[src/rtl/core/ffha_pkg.sv]
// ----------------------------------------------------------------------------
// ffha_pkg: shared types and constants
// Sizes, status codes and the table-entry type of the heap allocator.
// ----------------------------------------------------------------------------
package ffha_pkg;

  localparam int HEAP_BYTES_DEF   = 65536;
  localparam int MAX_BLOCKS_DEF   = 64;
  localparam int HEADER_BYTES_DEF = 16;

  localparam logic [16:0] LIMIT_RESET = 17'd65536;
  localparam int          SIZE_STEP   = 8;

  localparam logic [1:0] ST_DONE    = 2'd0;
  localparam logic [1:0] ST_NULL    = 2'd1;
  localparam logic [1:0] ST_NOSPACE = 2'd2;
  localparam logic [1:0] ST_UNKNOWN = 2'd3;

  localparam logic OP_ALLOC   = 1'b0;
  localparam logic OP_RELEASE = 1'b1;

  typedef struct packed {
    logic [24:0] start;
    logic [24:0] size;
    logic        free;
  } entry_t;

endpackage

[src/rtl/core/first_fit_heap_allocator.sv]
// ----------------------------------------------------------------------------
// first_fit_heap_allocator: first-fit heap allocator
// Address-ordered block table with split on allocate and merge on release.
// ----------------------------------------------------------------------------
// Usage:
//   Input channel in_valid/in_stall carries opcode, request_size and
//   release_address; the output channel out_valid/out_stall carries address
//   and status, exactly one result item per input item. The user must write
//   heap_limit by cfg_we/cfg_data only while idle; the block does not check.
// Operation:
//   The sequencer drives one table memory with one registered read port and
//   one write port. An item scans the entries one by one (read state S_RD,
//   check state S_CHK) up to the hit or the table end, then shifts entries
//   one by one (S_SHRD, S_SHWR) for an insert (split) or a removal (merge).
//   Scan and shift together cover at most the table. in_stall stays high
//   until the result has been taken; one item is in work at a time.
// Reset:
//   rst clears the entry count and heap top and loads heap_limit with 65536.
//   The table itself is not cleared; only entries below the count are read.
// Stall:
//   While out_stall is high the result item holds on the output.
// ----------------------------------------------------------------------------
module first_fit_heap_allocator #(
  parameter int HEAP_BYTES   = ffha_pkg::HEAP_BYTES_DEF,
  parameter int MAX_BLOCKS   = ffha_pkg::MAX_BLOCKS_DEF,
  parameter int HEADER_BYTES = ffha_pkg::HEADER_BYTES_DEF
) (
  input  logic        clk,
  input  logic        rst,
  input  logic        cfg_we,
  input  logic [16:0] cfg_data,
  input  logic        in_valid,
  output logic        in_stall,
  input  logic        opcode,
  input  logic [15:0] request_size,
  input  logic [15:0] release_address,
  output logic        out_valid,
  input  logic        out_stall,
  output logic [15:0] address,
  output logic [1:0]  status
);

  localparam int IW = $clog2(MAX_BLOCKS);
  localparam int CW = $clog2(MAX_BLOCKS + 1);

  typedef enum logic [8:0] {
    S_IDLE  = 9'b000000001,
    S_RD    = 9'b000000010,
    S_CHK   = 9'b000000100,
    S_GROW  = 9'b000001000,
    S_SHRD  = 9'b000010000,
    S_SHWR  = 9'b000100000,
    S_NXRD  = 9'b001000000,
    S_NXCHK = 9'b010000000,
    S_OUT   = 9'b100000000
  } state_t;

  state_t state;

  logic [16:0]     heap_limit;
  logic [24:0]     heap_top;
  logic [CW-1:0]   count;
  logic            op;
  logic [24:0]     want;       // rounded size
  logic [15:0]     rel_addr;
  logic [CW-1:0]   idx;        // scan index
  logic [CW-1:0]   sh;         // shift index
  logic            shift_up;   // insert (up) or remove (down)
  logic [CW-1:0]   sh_end;
  ffha_pkg::entry_t hold;      // entry read at the check (hit or released entry)
  ffha_pkg::entry_t ins;       // entry inserted at sh_end after shift up

  logic             we;
  logic [IW-1:0]    waddr, raddr;
  ffha_pkg::entry_t wdata, rdata;

  ffha_table #(.MAX_BLOCKS(MAX_BLOCKS), .IW(IW)) u_table (
    .clk(clk), .we(we), .waddr(waddr), .wdata(wdata), .raddr(raddr), .rdata(rdata)
  );

  logic [24:0] limit_eff;
  logic [24:0] req_round;
  logic [25:0] grow_end;
  logic        full;
  assign limit_eff = ({8'd0, heap_limit} > 25'(HEAP_BYTES)) ? 25'(HEAP_BYTES)
                                                          : {8'd0, heap_limit};
  assign req_round = 25'(({1'b0, request_size} + 17'd7) & ~17'd7);
  assign grow_end  = {1'b0, heap_top} + {1'b0, want} + 26'(HEADER_BYTES);
  assign full      = (count == CW'(MAX_BLOCKS));

  assign in_stall = (state != S_IDLE);
  assign out_valid = (state == S_OUT);

  always_comb begin
    raddr = idx[IW-1:0];
    if (state == S_SHRD) begin
      raddr = shift_up ? IW'(sh - 1'b1) : IW'(sh + 1'b1);
    end
  end

  always_ff @(posedge clk) begin
    if (rst) begin
      state      <= S_IDLE;
      heap_limit <= ffha_pkg::LIMIT_RESET;
      heap_top   <= '0;
      count      <= '0;
      we         <= 1'b0;
    end else begin
      if (cfg_we) begin
        heap_limit <= cfg_data;
      end
      case (state)
        S_IDLE: begin
          we <= 1'b0;
          if (in_valid) begin
            op       <= opcode;
            want     <= req_round;
            rel_addr <= release_address;
            idx      <= '0;
            address  <= '0;
            if (opcode == ffha_pkg::OP_ALLOC && request_size == 16'd0) begin
              status <= ffha_pkg::ST_NULL;
              state  <= S_OUT;
            end else if (opcode == ffha_pkg::OP_RELEASE && release_address == 16'd0) begin
              status <= ffha_pkg::ST_DONE;
              state  <= S_OUT;
            end else if (count == '0) begin
              state  <= (opcode == ffha_pkg::OP_ALLOC) ? S_GROW : S_OUT;
              status <= (opcode == ffha_pkg::OP_RELEASE) ? ffha_pkg::ST_UNKNOWN
                                                         : ffha_pkg::ST_DONE;
            end else begin
              status <= ffha_pkg::ST_DONE;
              state  <= S_RD;
            end
          end
        end
        S_RD: begin
          we    <= 1'b0;
          state <= S_CHK;
        end
        S_CHK: begin
          hold <= rdata;
          if (op == ffha_pkg::OP_ALLOC) begin
            if (rdata.free && rdata.size >= want) begin
              address <= 16'(rdata.start + 25'(HEADER_BYTES));
              if ({1'b0, rdata.size} >= {1'b0, want} + 26'(HEADER_BYTES + ffha_pkg::SIZE_STEP)
                  && !full) begin
                // split: shrink hit, insert free rest after it
                we    <= 1'b1;
                waddr <= idx[IW-1:0];
                wdata <= '{start: rdata.start, size: want, free: 1'b0};
                ins   <= '{start: rdata.start + 25'(HEADER_BYTES) + want,
                           size: rdata.size - want - 25'(HEADER_BYTES), free: 1'b1};
                sh_end   <= idx + 1'b1;
                sh       <= count;
                shift_up <= 1'b1;
                count    <= count + 1'b1;
                state    <= (count == idx + 1'b1) ? S_SHWR : S_SHRD;
              end else begin
                we    <= 1'b1;
                waddr <= idx[IW-1:0];
                wdata <= '{start: rdata.start, size: rdata.size, free: 1'b0};
                state <= S_OUT;
              end
            end else if (idx + 1'b1 == count) begin
              we    <= 1'b0;
              state <= S_GROW;
            end else begin
              we    <= 1'b0;
              idx   <= idx + 1'b1;
              state <= S_RD;
            end
          end else begin
            if (rdata.start + 25'(HEADER_BYTES) == {9'd0, rel_addr}) begin
              we    <= 1'b1;
              waddr <= idx[IW-1:0];
              wdata <= '{start: rdata.start, size: rdata.size, free: 1'b1};
              if (idx + 1'b1 == count) begin
                state <= S_OUT;
              end else begin
                idx   <= idx + 1'b1;
                state <= S_NXRD;
              end
            end else if (idx + 1'b1 == count) begin
              we     <= 1'b0;
              status <= ffha_pkg::ST_UNKNOWN;
              state  <= S_OUT;
            end else begin
              we    <= 1'b0;
              idx   <= idx + 1'b1;
              state <= S_RD;
            end
          end
        end
        S_GROW: begin
          if (full || grow_end > {1'b0, limit_eff}) begin
            we     <= 1'b0;
            status <= ffha_pkg::ST_NOSPACE;
          end else begin
            we       <= 1'b1;
            waddr    <= count[IW-1:0];
            wdata    <= '{start: heap_top, size: want, free: 1'b0};
            address  <= 16'(heap_top + 25'(HEADER_BYTES));
            heap_top <= grow_end[24:0];
            count    <= count + 1'b1;
          end
          state <= S_OUT;
        end
        S_NXRD: begin
          we    <= 1'b0;
          state <= S_NXCHK;
        end
        S_NXCHK: begin
          // hold is the released entry, rdata its follower
          if (rdata.free && hold.start + 25'(HEADER_BYTES) + hold.size == rdata.start) begin
            we    <= 1'b1;
            waddr <= IW'(idx - 1'b1);
            wdata <= '{start: hold.start,
                       size: hold.size + 25'(HEADER_BYTES) + rdata.size, free: 1'b1};
            shift_up <= 1'b0;
            sh       <= idx;
            count    <= count - 1'b1;
            state    <= (idx + 1'b1 == count) ? S_OUT : S_SHRD;
          end else begin
            we    <= 1'b0;
            state <= S_OUT;
          end
        end
        S_SHRD: begin
          we    <= 1'b0;
          state <= S_SHWR;
        end
        S_SHWR: begin
          we <= 1'b1;
          if (shift_up) begin
            waddr <= sh[IW-1:0];
            if (sh == sh_end) begin
              wdata <= ins;
              state <= S_OUT;
            end else begin
              wdata <= rdata;
              sh    <= sh - 1'b1;
              state <= (sh - 1'b1 == sh_end) ? S_SHWR : S_SHRD;
            end
          end else begin
            // remove: entry sh takes sh+1; count already lowered
            waddr <= sh[IW-1:0];
            wdata <= rdata;
            sh    <= sh + 1'b1;
            state <= (sh + 1'b1 == count) ? S_OUT : S_SHRD;
          end
        end
        S_OUT: begin
          we <= 1'b0;
          if (!out_stall) state <= S_IDLE;
        end
        default: begin
          we    <= 1'b0;
          state <= S_IDLE;
        end
      endcase
    end
  end

endmodule

[src/rtl/core/ffha_table.sv]
// ----------------------------------------------------------------------------
// ffha_table: block table memory
// One write port and one registered read port over the entry array.
// ----------------------------------------------------------------------------
module ffha_table #(
  parameter int MAX_BLOCKS = ffha_pkg::MAX_BLOCKS_DEF,
  parameter int IW         = $clog2(MAX_BLOCKS)
) (
  input  logic              clk,
  input  logic              we,
  input  logic [IW-1:0]     waddr,
  input  ffha_pkg::entry_t  wdata,
  input  logic [IW-1:0]     raddr,
  output ffha_pkg::entry_t  rdata
);

  ffha_pkg::entry_t mem [MAX_BLOCKS];

  always_ff @(posedge clk) begin
    if (we) begin
      mem[waddr] <= wdata;
    end
    rdata <= mem[raddr];
  end

endmodule
[config.mk]
export PLATFORM = sky130hd
export DESIGN_NAME = first_fit_heap_allocator
export DESIGN_NICKNAME = d
export VERILOG_FILES = /design/src/rtl/core/ffha_pkg.sv /design/src/rtl/core/first_fit_heap_allocator.sv /design/src/rtl/core/ffha_table.sv
export SDC_FILE = /design/constraint.sdc
export NUM_CORES = 2
export LEC_CHECK = 0
export BUFFER_PORTS_ARGS = -buffer_cell sky130_fd_sc_hd__buf_2
export CORE_ASPECT_RATIO = 1.2
export CORE_MARGIN = 4
export CORE_UTILIZATION = 45
export DETAILED_ROUTE_END_ITERATION = 8
export HOLD_SLACK_MARGIN = 0.08
export PLACE_DENSITY_LB_ADDON = 0.25
export SETUP_SLACK_MARGIN = 0.3
export SYNTH_ARGS = -nofsm -noshare
export SYNTH_HDL_FRONTEND = slang
export SYNTH_SLANG_ARGS = --single-unit
export TNS_END_PERCENT = 5
[constraint.sdc]
create_clock -name clk -period 6.6 [get_ports clk]
set_input_delay 0.99 -clock clk [delete_from_list [all_inputs] [get_ports clk]]
set_output_delay 0.99 -clock clk [all_outputs]
set_load 0.005 [all_outputs]
Yosys cells after proc, flatten, opt, wreduce, memory -nomap -nowiden:

Memories as Yosys holds them, arrays and structs flattened. A register that Yosys moved wholly into a read port is not among the register bits.
Cells that the tools add are included.

* output and inout port bits: 20
* memories: 1
* register bits after elaboration: 295
* bits of input ports: 55
* word-level logic and storage cells: 196
* RAM bits: 3264

* equal/unequal tests: 33
* $add $sub $neg: 19
* bitwise logic cells: 4
* $lt $le $gt $ge: 4
* reduce and logical (&&, ||, !) cells: 28
* multiplexer cells: 85

Memories
* u_table.mem: words 64, width 51, rd ports 1, clocked after Yosys merged registers in 1, write ports 1, line ffha_table.sv:17 `ffha_pkg::entry_t mem [MAX_BLOCKS];`

Operators with widths (number)
* two-way mux 51 bit: 7
* case mux 51 bit (4 select lines): 1
* two-way mux 9 bit: 17
* two-way mux 7 bit: 15
* case mux 9 bit (9 select lines): 1
* adder 25 bit: 3
* adder 25 x 5 -> 25 bit (second input constant): 3
* two-way mux 16 bit: 4
* two-way mux 6 bit: 9
* case mux 16 bit (3 select lines): 1
* case mux 7 bit (3 select lines): 2
* == test 7 bit: 5
* zero test 16 bit: 2
* adder 25 x 25 -> 26 bit: 1
* adder 25 x 5 -> 26 bit (second input constant): 1
* adder 26 x 5 -> 26 bit (second input constant): 1
* greater-or-equal comparator 25 x 26 -> 1 bit: 1
* greater-than comparator 26 x 17 -> 1 bit: 1
* two-way mux 26 bit: 1
* == test 25 x 16 -> 1 bit: 1
* == test 25 bit: 1
* greater-or-equal comparator 25 bit: 1
* subtractor 25 bit: 1
* subtractor 25 x 5 -> 25 bit (second input constant): 1
* other kinds (42): 92

Depth between registers and ports, before layout:

* depth in word-level cells: 7
* gate-level depth with buffers: 22
* mapped depth without buffers: 21

Hierarchy:

Synthesis repeated with hierarchy kept, for this count alone.

* cell total of the unflattened synthesis: 7367
* area, all modules: 145590.9 sq um

Modules (own cells, without submodules)
* ffha_table: times used 1, seq. area each 99035.0 sq um, area each 124798.4 sq um, cells each 5233
* first_fit_heap_allocator: times used 1, seq. area each 7967.6 sq um, area each 20792.4 sq um, cells each 2134

Least setup slack after synthesis:

Ideal clock, no wire load.

* path kind: register -> register
* start point: register want[4]
* end point: register waddr[0], enable pin
* path slack: 0.507 ns
* data arrival time: 5.673 ns
* required time: 6.181 ns
* setup time: 0.419 ns
* stages on the path, launching flop included: 21
* clock period less this slack: 6.093 ns
* path buffers: 0
* cell sequence: edfxtp_1 > inv_1 > ha_1 > inv_1 > ha_1 > fa_1 > a211oi_1 > o21ai_0 > o21ai_0 > o21bai_1 > xor2_1 > ha_1 > nand3_1 > or4_1 > o31ai_1 > or3_1 > o221ai_1 > nor4_1 > o2111ai_1 > nand2_1 > o2111a_1

* cells in the longest elaborated chain, start to end: 6
* elaborated cells on any way between the ends: 9
* those cells by class: 2 x add/sub; 2 x order compare; 2 x eq/ne; 3 x reduce/logical

Ends and longest elaborated chain
* start: declaration: line first_fit_heap_allocator.sv:64 `logic [24:0] want;`
* start signal: assignment: line first_fit_heap_allocator.sv:117 `want <= req_round;`
* adder 25 x 25 -> 26 bit: line first_fit_heap_allocator.sv:88 `assign grow_end = {1'b0, heap_top} + {1'b0, want} + 26'(HEADER_BYTES);`
* adder 26 x 5 -> 26 bit: line first_fit_heap_allocator.sv:88
* via grow_end[14]: line first_fit_heap_allocator.sv:83 `logic [25:0] grow_end;`
* greater-than comparator 26 x 17 -> 1 bit: line first_fit_heap_allocator.sv:196 `if (full || grow_end > {1'b0, limit_eff}) begin`
* logical OR 1 bit: line first_fit_heap_allocator.sv:196
* != test 2 bit (no source line)
* AND reduction 6 bit (no source line)
* end signal: assignment: line first_fit_heap_allocator.sv:201 `waddr <= count[IW-1:0];`
* end signal: assignment: line first_fit_heap_allocator.sv:217 `waddr <= IW'(idx - 1'b1);`
* end signal: assignment: line first_fit_heap_allocator.sv:236 `waddr <= sh[IW-1:0];`
* end: declaration: line first_fit_heap_allocator.sv:74 `logic [IW-1:0] waddr, raddr;`

The timed path passes the listed nets, and every way through them passes these cells.
A chain may end at the register's enable or synchronous reset.

Worst setup path in the final report:

* start point: register want[4]
* end point: register status[1], enable pin

* cells in the longest elaborated chain, start to end: 6

Ends and longest elaborated chain
* adder 25 x 25 -> 26 bit: line first_fit_heap_allocator.sv:88
* adder 26 x 5 -> 26 bit: line first_fit_heap_allocator.sv:88
* via grow_end[14]: line first_fit_heap_allocator.sv:83
* greater-than comparator 26 x 17 -> 1 bit: line first_fit_heap_allocator.sv:196
* logical OR 1 bit: line first_fit_heap_allocator.sv:196
* != test 2 bit (no source line)
* AND reduction 7 bit (no source line)
* end signal: assignment: line first_fit_heap_allocator.sv:132 `status <= ffha_pkg::ST_DONE;`
* end signal: assignment: line first_fit_heap_allocator.sv:186 `status <= ffha_pkg::ST_UNKNOWN;`
* end signal: assignment: line first_fit_heap_allocator.sv:198 `status <= ffha_pkg::ST_NOSPACE;`
* end: declaration: line first_fit_heap_allocator.sv:40 `output logic [1:0] status`

The timed path passes the listed nets, and every way through them passes these cells.

==> flow_summary.yaml <==
sta:
  finalSetupViolCount: 0
  finalCritPeriodShare_pct: 89.4
  setup_tns_ps: 0
  hold_viol_final: 0
  rsz0062_at_grt: "yes"
  fin_skew_ps: 49.9
  period_needed_ps: 5900
  clock.fmax_ghz: 0.170
  worst_slew_pin_slew_ps: 1380
  relSlewSlack_pct: 7.89
  slew_violations: 0
clock_tree:
  htreeDepth: 5
  cts-resized-gates: 0
  numCtsBuffers: 348
  cts_tree: "built"
  cts_hold_buf: 0
  clock_path_buffers: 4
  path_clk_slew_ps: 60
  clkLatencyLatePin_ps: 910
  cts_root_buffer: "clkbuf_16"
  clock_sinks: 3599
  postCtsSetupBuffers: 0
worst_setup_path:
  critical_path_class: "flop to flop"
  reg2reg_to: "status[1]"
  worstSetupStartpointType: "flop"
  regToRegStartpoint: "want[4]"
  crit_arrival_ps: 6530
  crit_start: "want[4]"
  crit_path_end: "status[1]"
  slowest_stage: "or2_2"
  cp.depth: 21
  critPathRequiredTime_ps: 7230
  crit_family: "simple AND/OR/NAND/NOR gates"
  crit_buf_inv: 3
  worst_path_most_repeated_cell: "ha_1"
  path_max_fanout: 20
  max_stage_delay_ps: 540
  path_cells: "inv_1 > ha_1 > inv_1 > ha_1 > fa_1 > a211oi_1 > o21ai_0 > o21ai_0 > o21bai_1 > xor2_1 > ha_1 > nand3_1 > or4_1 > o31ai_1 > or3_1 > o221ai_1 > nor4_1 > o2111ai_1 > buf_4 > or2_2 > and3_1"
  cp-end-kind: "flop"
  ff2ff_path_depth: 21
  r2r_slack_ps: 700
power:
  p_int_w: 0.0391
  power_frac_seq_pct: 49.4
  p_leak_nw: 53.9
  p_comb_share_pct: 12.3
  power_w: 0.0519
  p_sw_share_pct: 24.6
  p_switching_w: 0.0128
  clkPwrFrac_pct: 38.3
  irDropWorstVdd_mv: 0.211
  p_per_area_nw_per_um2: 314
cells_and_area:
  drive_gt1_share_pct: 21.0
  areaGrowthSynthToFinish_pct: 12.3
  fin_nets: 8663
  post-route-util_pct: 50.9
  stdcell_area_um2: 165000
synthesis:
  seq_area_frac_synth_pct: 72.7
  synth_area_leaders: "edfxtp_1 (71%), mux4_2 (12%), nand2_1 (2.3%)"
  syn_avg_cell_area_um2: 18.2
  netlist_instances: 8071
  synth_top_flop_cell: "edfxtp_1"
  synth_enable_flop_cells: 3492
  ys_ff_latch: 3599
  yosysUniqueCellTypes: 87
  synth.most_common_cell: "edfxtp_1"
  synthTopCellsByCount: "edfxtp_1 (3,492), nand2_1 (904), mux4_2 (816)"
  syn-cell-area_um2: 147000
  synth_nets: 8355
  synth_top_area_share_pct: 71.2
  synthArstFlopShare_pct: 0
  yosys.area.top_type: "edfxtp_1"
  synth_warnings: 0
die:
  io_pins: 75
  dieArea_um2: 337000
  dieWidth_um: 530
  start_util_pct: 45.3
  floorplan.die.height_um: 635
  core_area_um2: 325000
  num_rows: 229
routing:
  drtIter0Drc: 9474
  met2_length_um: 206000
  drt_wl_total_um: 410000
  remaining_drc_errors: 0
  ant_nets: 0
  firstDrtPassIters: 7
  wl_per_cell_um: 31.7
  wl_met1_um: 156000
  vias: 79400
  met3WireLength_um: 32400
  avgViaCountPerCell: 6.14
  dr.max_layer_used: "met5"
hold_path:
  hold_class: "input port to flop"
grt:
  grt_pass1_wl_um: 587000
  grt_pass1_vias: 80500
  grt_remaining_overflow: 0
  grt_max_degree: 95
  track_usage_pct: 24.2
  antenna_found_initial: 13
placement:
  hpwl_um: 240000
  io_buffers: 74
  place_area_um2: 154000
  gp_congestion: 0.902
outcome:
  outcome: "completed"
flow_run:
  drv_cap: 0
[area by class of cell]
type,count,area (µm²)
antenna,10,25.0
clock buffer,423,9160
clock inverter,198,2020
fill,25900,160000
inverter,121,454
multi-input combinational,3918,38200
sequential,3599,107000
tap,4273,5350
timing repair buffer,391,3240
[metal layers]
layer  up-vias  track usage (%)
li1      33100                -
met2      3541             41.0
met1     42100             31.6
met5         -                0
met4         2             8.51
met3       742             4.01
[flip-flops by register name, summed over array words and instances, names as in the netlist]
name           flops
u_table.mem     3264
u_table.rdata     51
wdata             51
hold              50
ins               50
heap_top          22
heap_limit        17
address           16
rel_addr          16
want              14
state              9
count              7
idx                7
sh                 7
sh_end             7
waddr              6
status             2
op                 1
shift_up           1
we                 1
[worst register-to-register path: stages, from the launching register on]
cell       delay, ps
edfxtp_1         370
inv_1            120
ha_1             290
inv_1             40
ha_1             220
fa_1             500
a211oi_1         250
o21ai_0          250
o21ai_0          230
o21bai_1         100
xor2_1           160
ha_1             310
nand3_1          130
or4_1            520
o31ai_1          270
or3_1            160
o221ai_1         110
nor4_1           290
o2111ai_1        270
buf_4            220
or2_2            540
and3_1           310
[placed cells by master (no fill, tap or decap), types with 22 or more instances in the layout]
| cell | n |
|---|---|
| nand4_1 | 30 |
| a22oi_1 | 70 |
| a222oi_1 | 36 |
| mux2i_1 | 54 |
| a21o_1 | 34 |
| ha_1 | 224 |
| o211ai_1 | 22 |
| dfxtp_1 | 107 |
| bufinv_16 | 38 |
| a21oi_1 | 107 |
| xor2_1 | 85 |
| clkinv_2 | 63 |
| buf_12 | 39 |
| a211oi_1 | 132 |
| buf_2 | 74 |
| nor2_4 | 66 |
| and3_1 | 33 |
| nand2b_1 | 22 |
| nand3_1 | 165 |
| clkbuf_1 | 64 |
| o21ai_0 | 185 |
| mux4_2 | 816 |
| nor2_1 | 177 |
| a31oi_1 | 116 |
| edfxtp_1 | 3492 |
| xnor2_1 | 139 |
| nor3_1 | 50 |
| o221ai_1 | 51 |
| clkinv_1 | 65 |
| clkbuf_16 | 353 |
| inv_1 | 119 |
| nor4_1 | 24 |
| and2_1 | 117 |
| buf_4 | 277 |
| nand2_1 | 903 |
[power groups by stage]
| stage | Combinational [W] | Clock [W] | Sequential, W |
|---|---|---|---|
| final | 0.00636 | 0.0199 | 0.0256 |
| after global routing | 0.00690 | 0.0212 | 0.0256 |
| after CTS | 0.00639 | 0.0202 | 0.0256 |
| after detailed placement | 0.00636 | 0 | 0.0261 |
| after global placement | 0.00630 | 0 | 0.0261 |
| after floorplan | 0.00430 | 0 | 0.0259 |
[cell families after synthesis]
kind of cell             count (synthesis)  synth area share, %
adder cells (fa/ha/maj)                229                 1.97
buffers and inverters                  554                 1.83
XOR/XNOR                               224                 1.33
AND/OR/NAND/NOR                       1692                 5.14
multiplexers                           884                 12.9
AO/OA/AOI/OAI                          889                 4.12
flip-flops                            3599                 72.7
[worst min-delay path by stage]
| stage | cells after the start | endpoint | slack [ps] | startpoint |
|---|---|---|---|---|
| after global placement | 2 | heap_limit[0] | 480 | heap_limit[0] |
| after CTS | 1 | rel_addr[0] | 210 | release_address[0] |
| after global routing | 1 | rel_addr[0] | 240 | release_address[0] |
| after detailed placement | 2 | heap_limit[1] | 490 | heap_limit[1] |
| final | 1 | rel_addr[0] | 280 | release_address[0] |
| after floorplan | 0 | hold[32] | 410 | u_table.rdata[32] |
[per-stage QoR]
stage	hold WS, ps	instances	setup WS [ps]
2_1_floorplan	406	8071	507
5_1_grt	243	12900	293
6_report	283	12900	701
3_3_place_gp	476	12300	302
3_5_place_dp	492	12300	661
4_1_cts	210	12900	630
(Power assumes the default switching activity.)
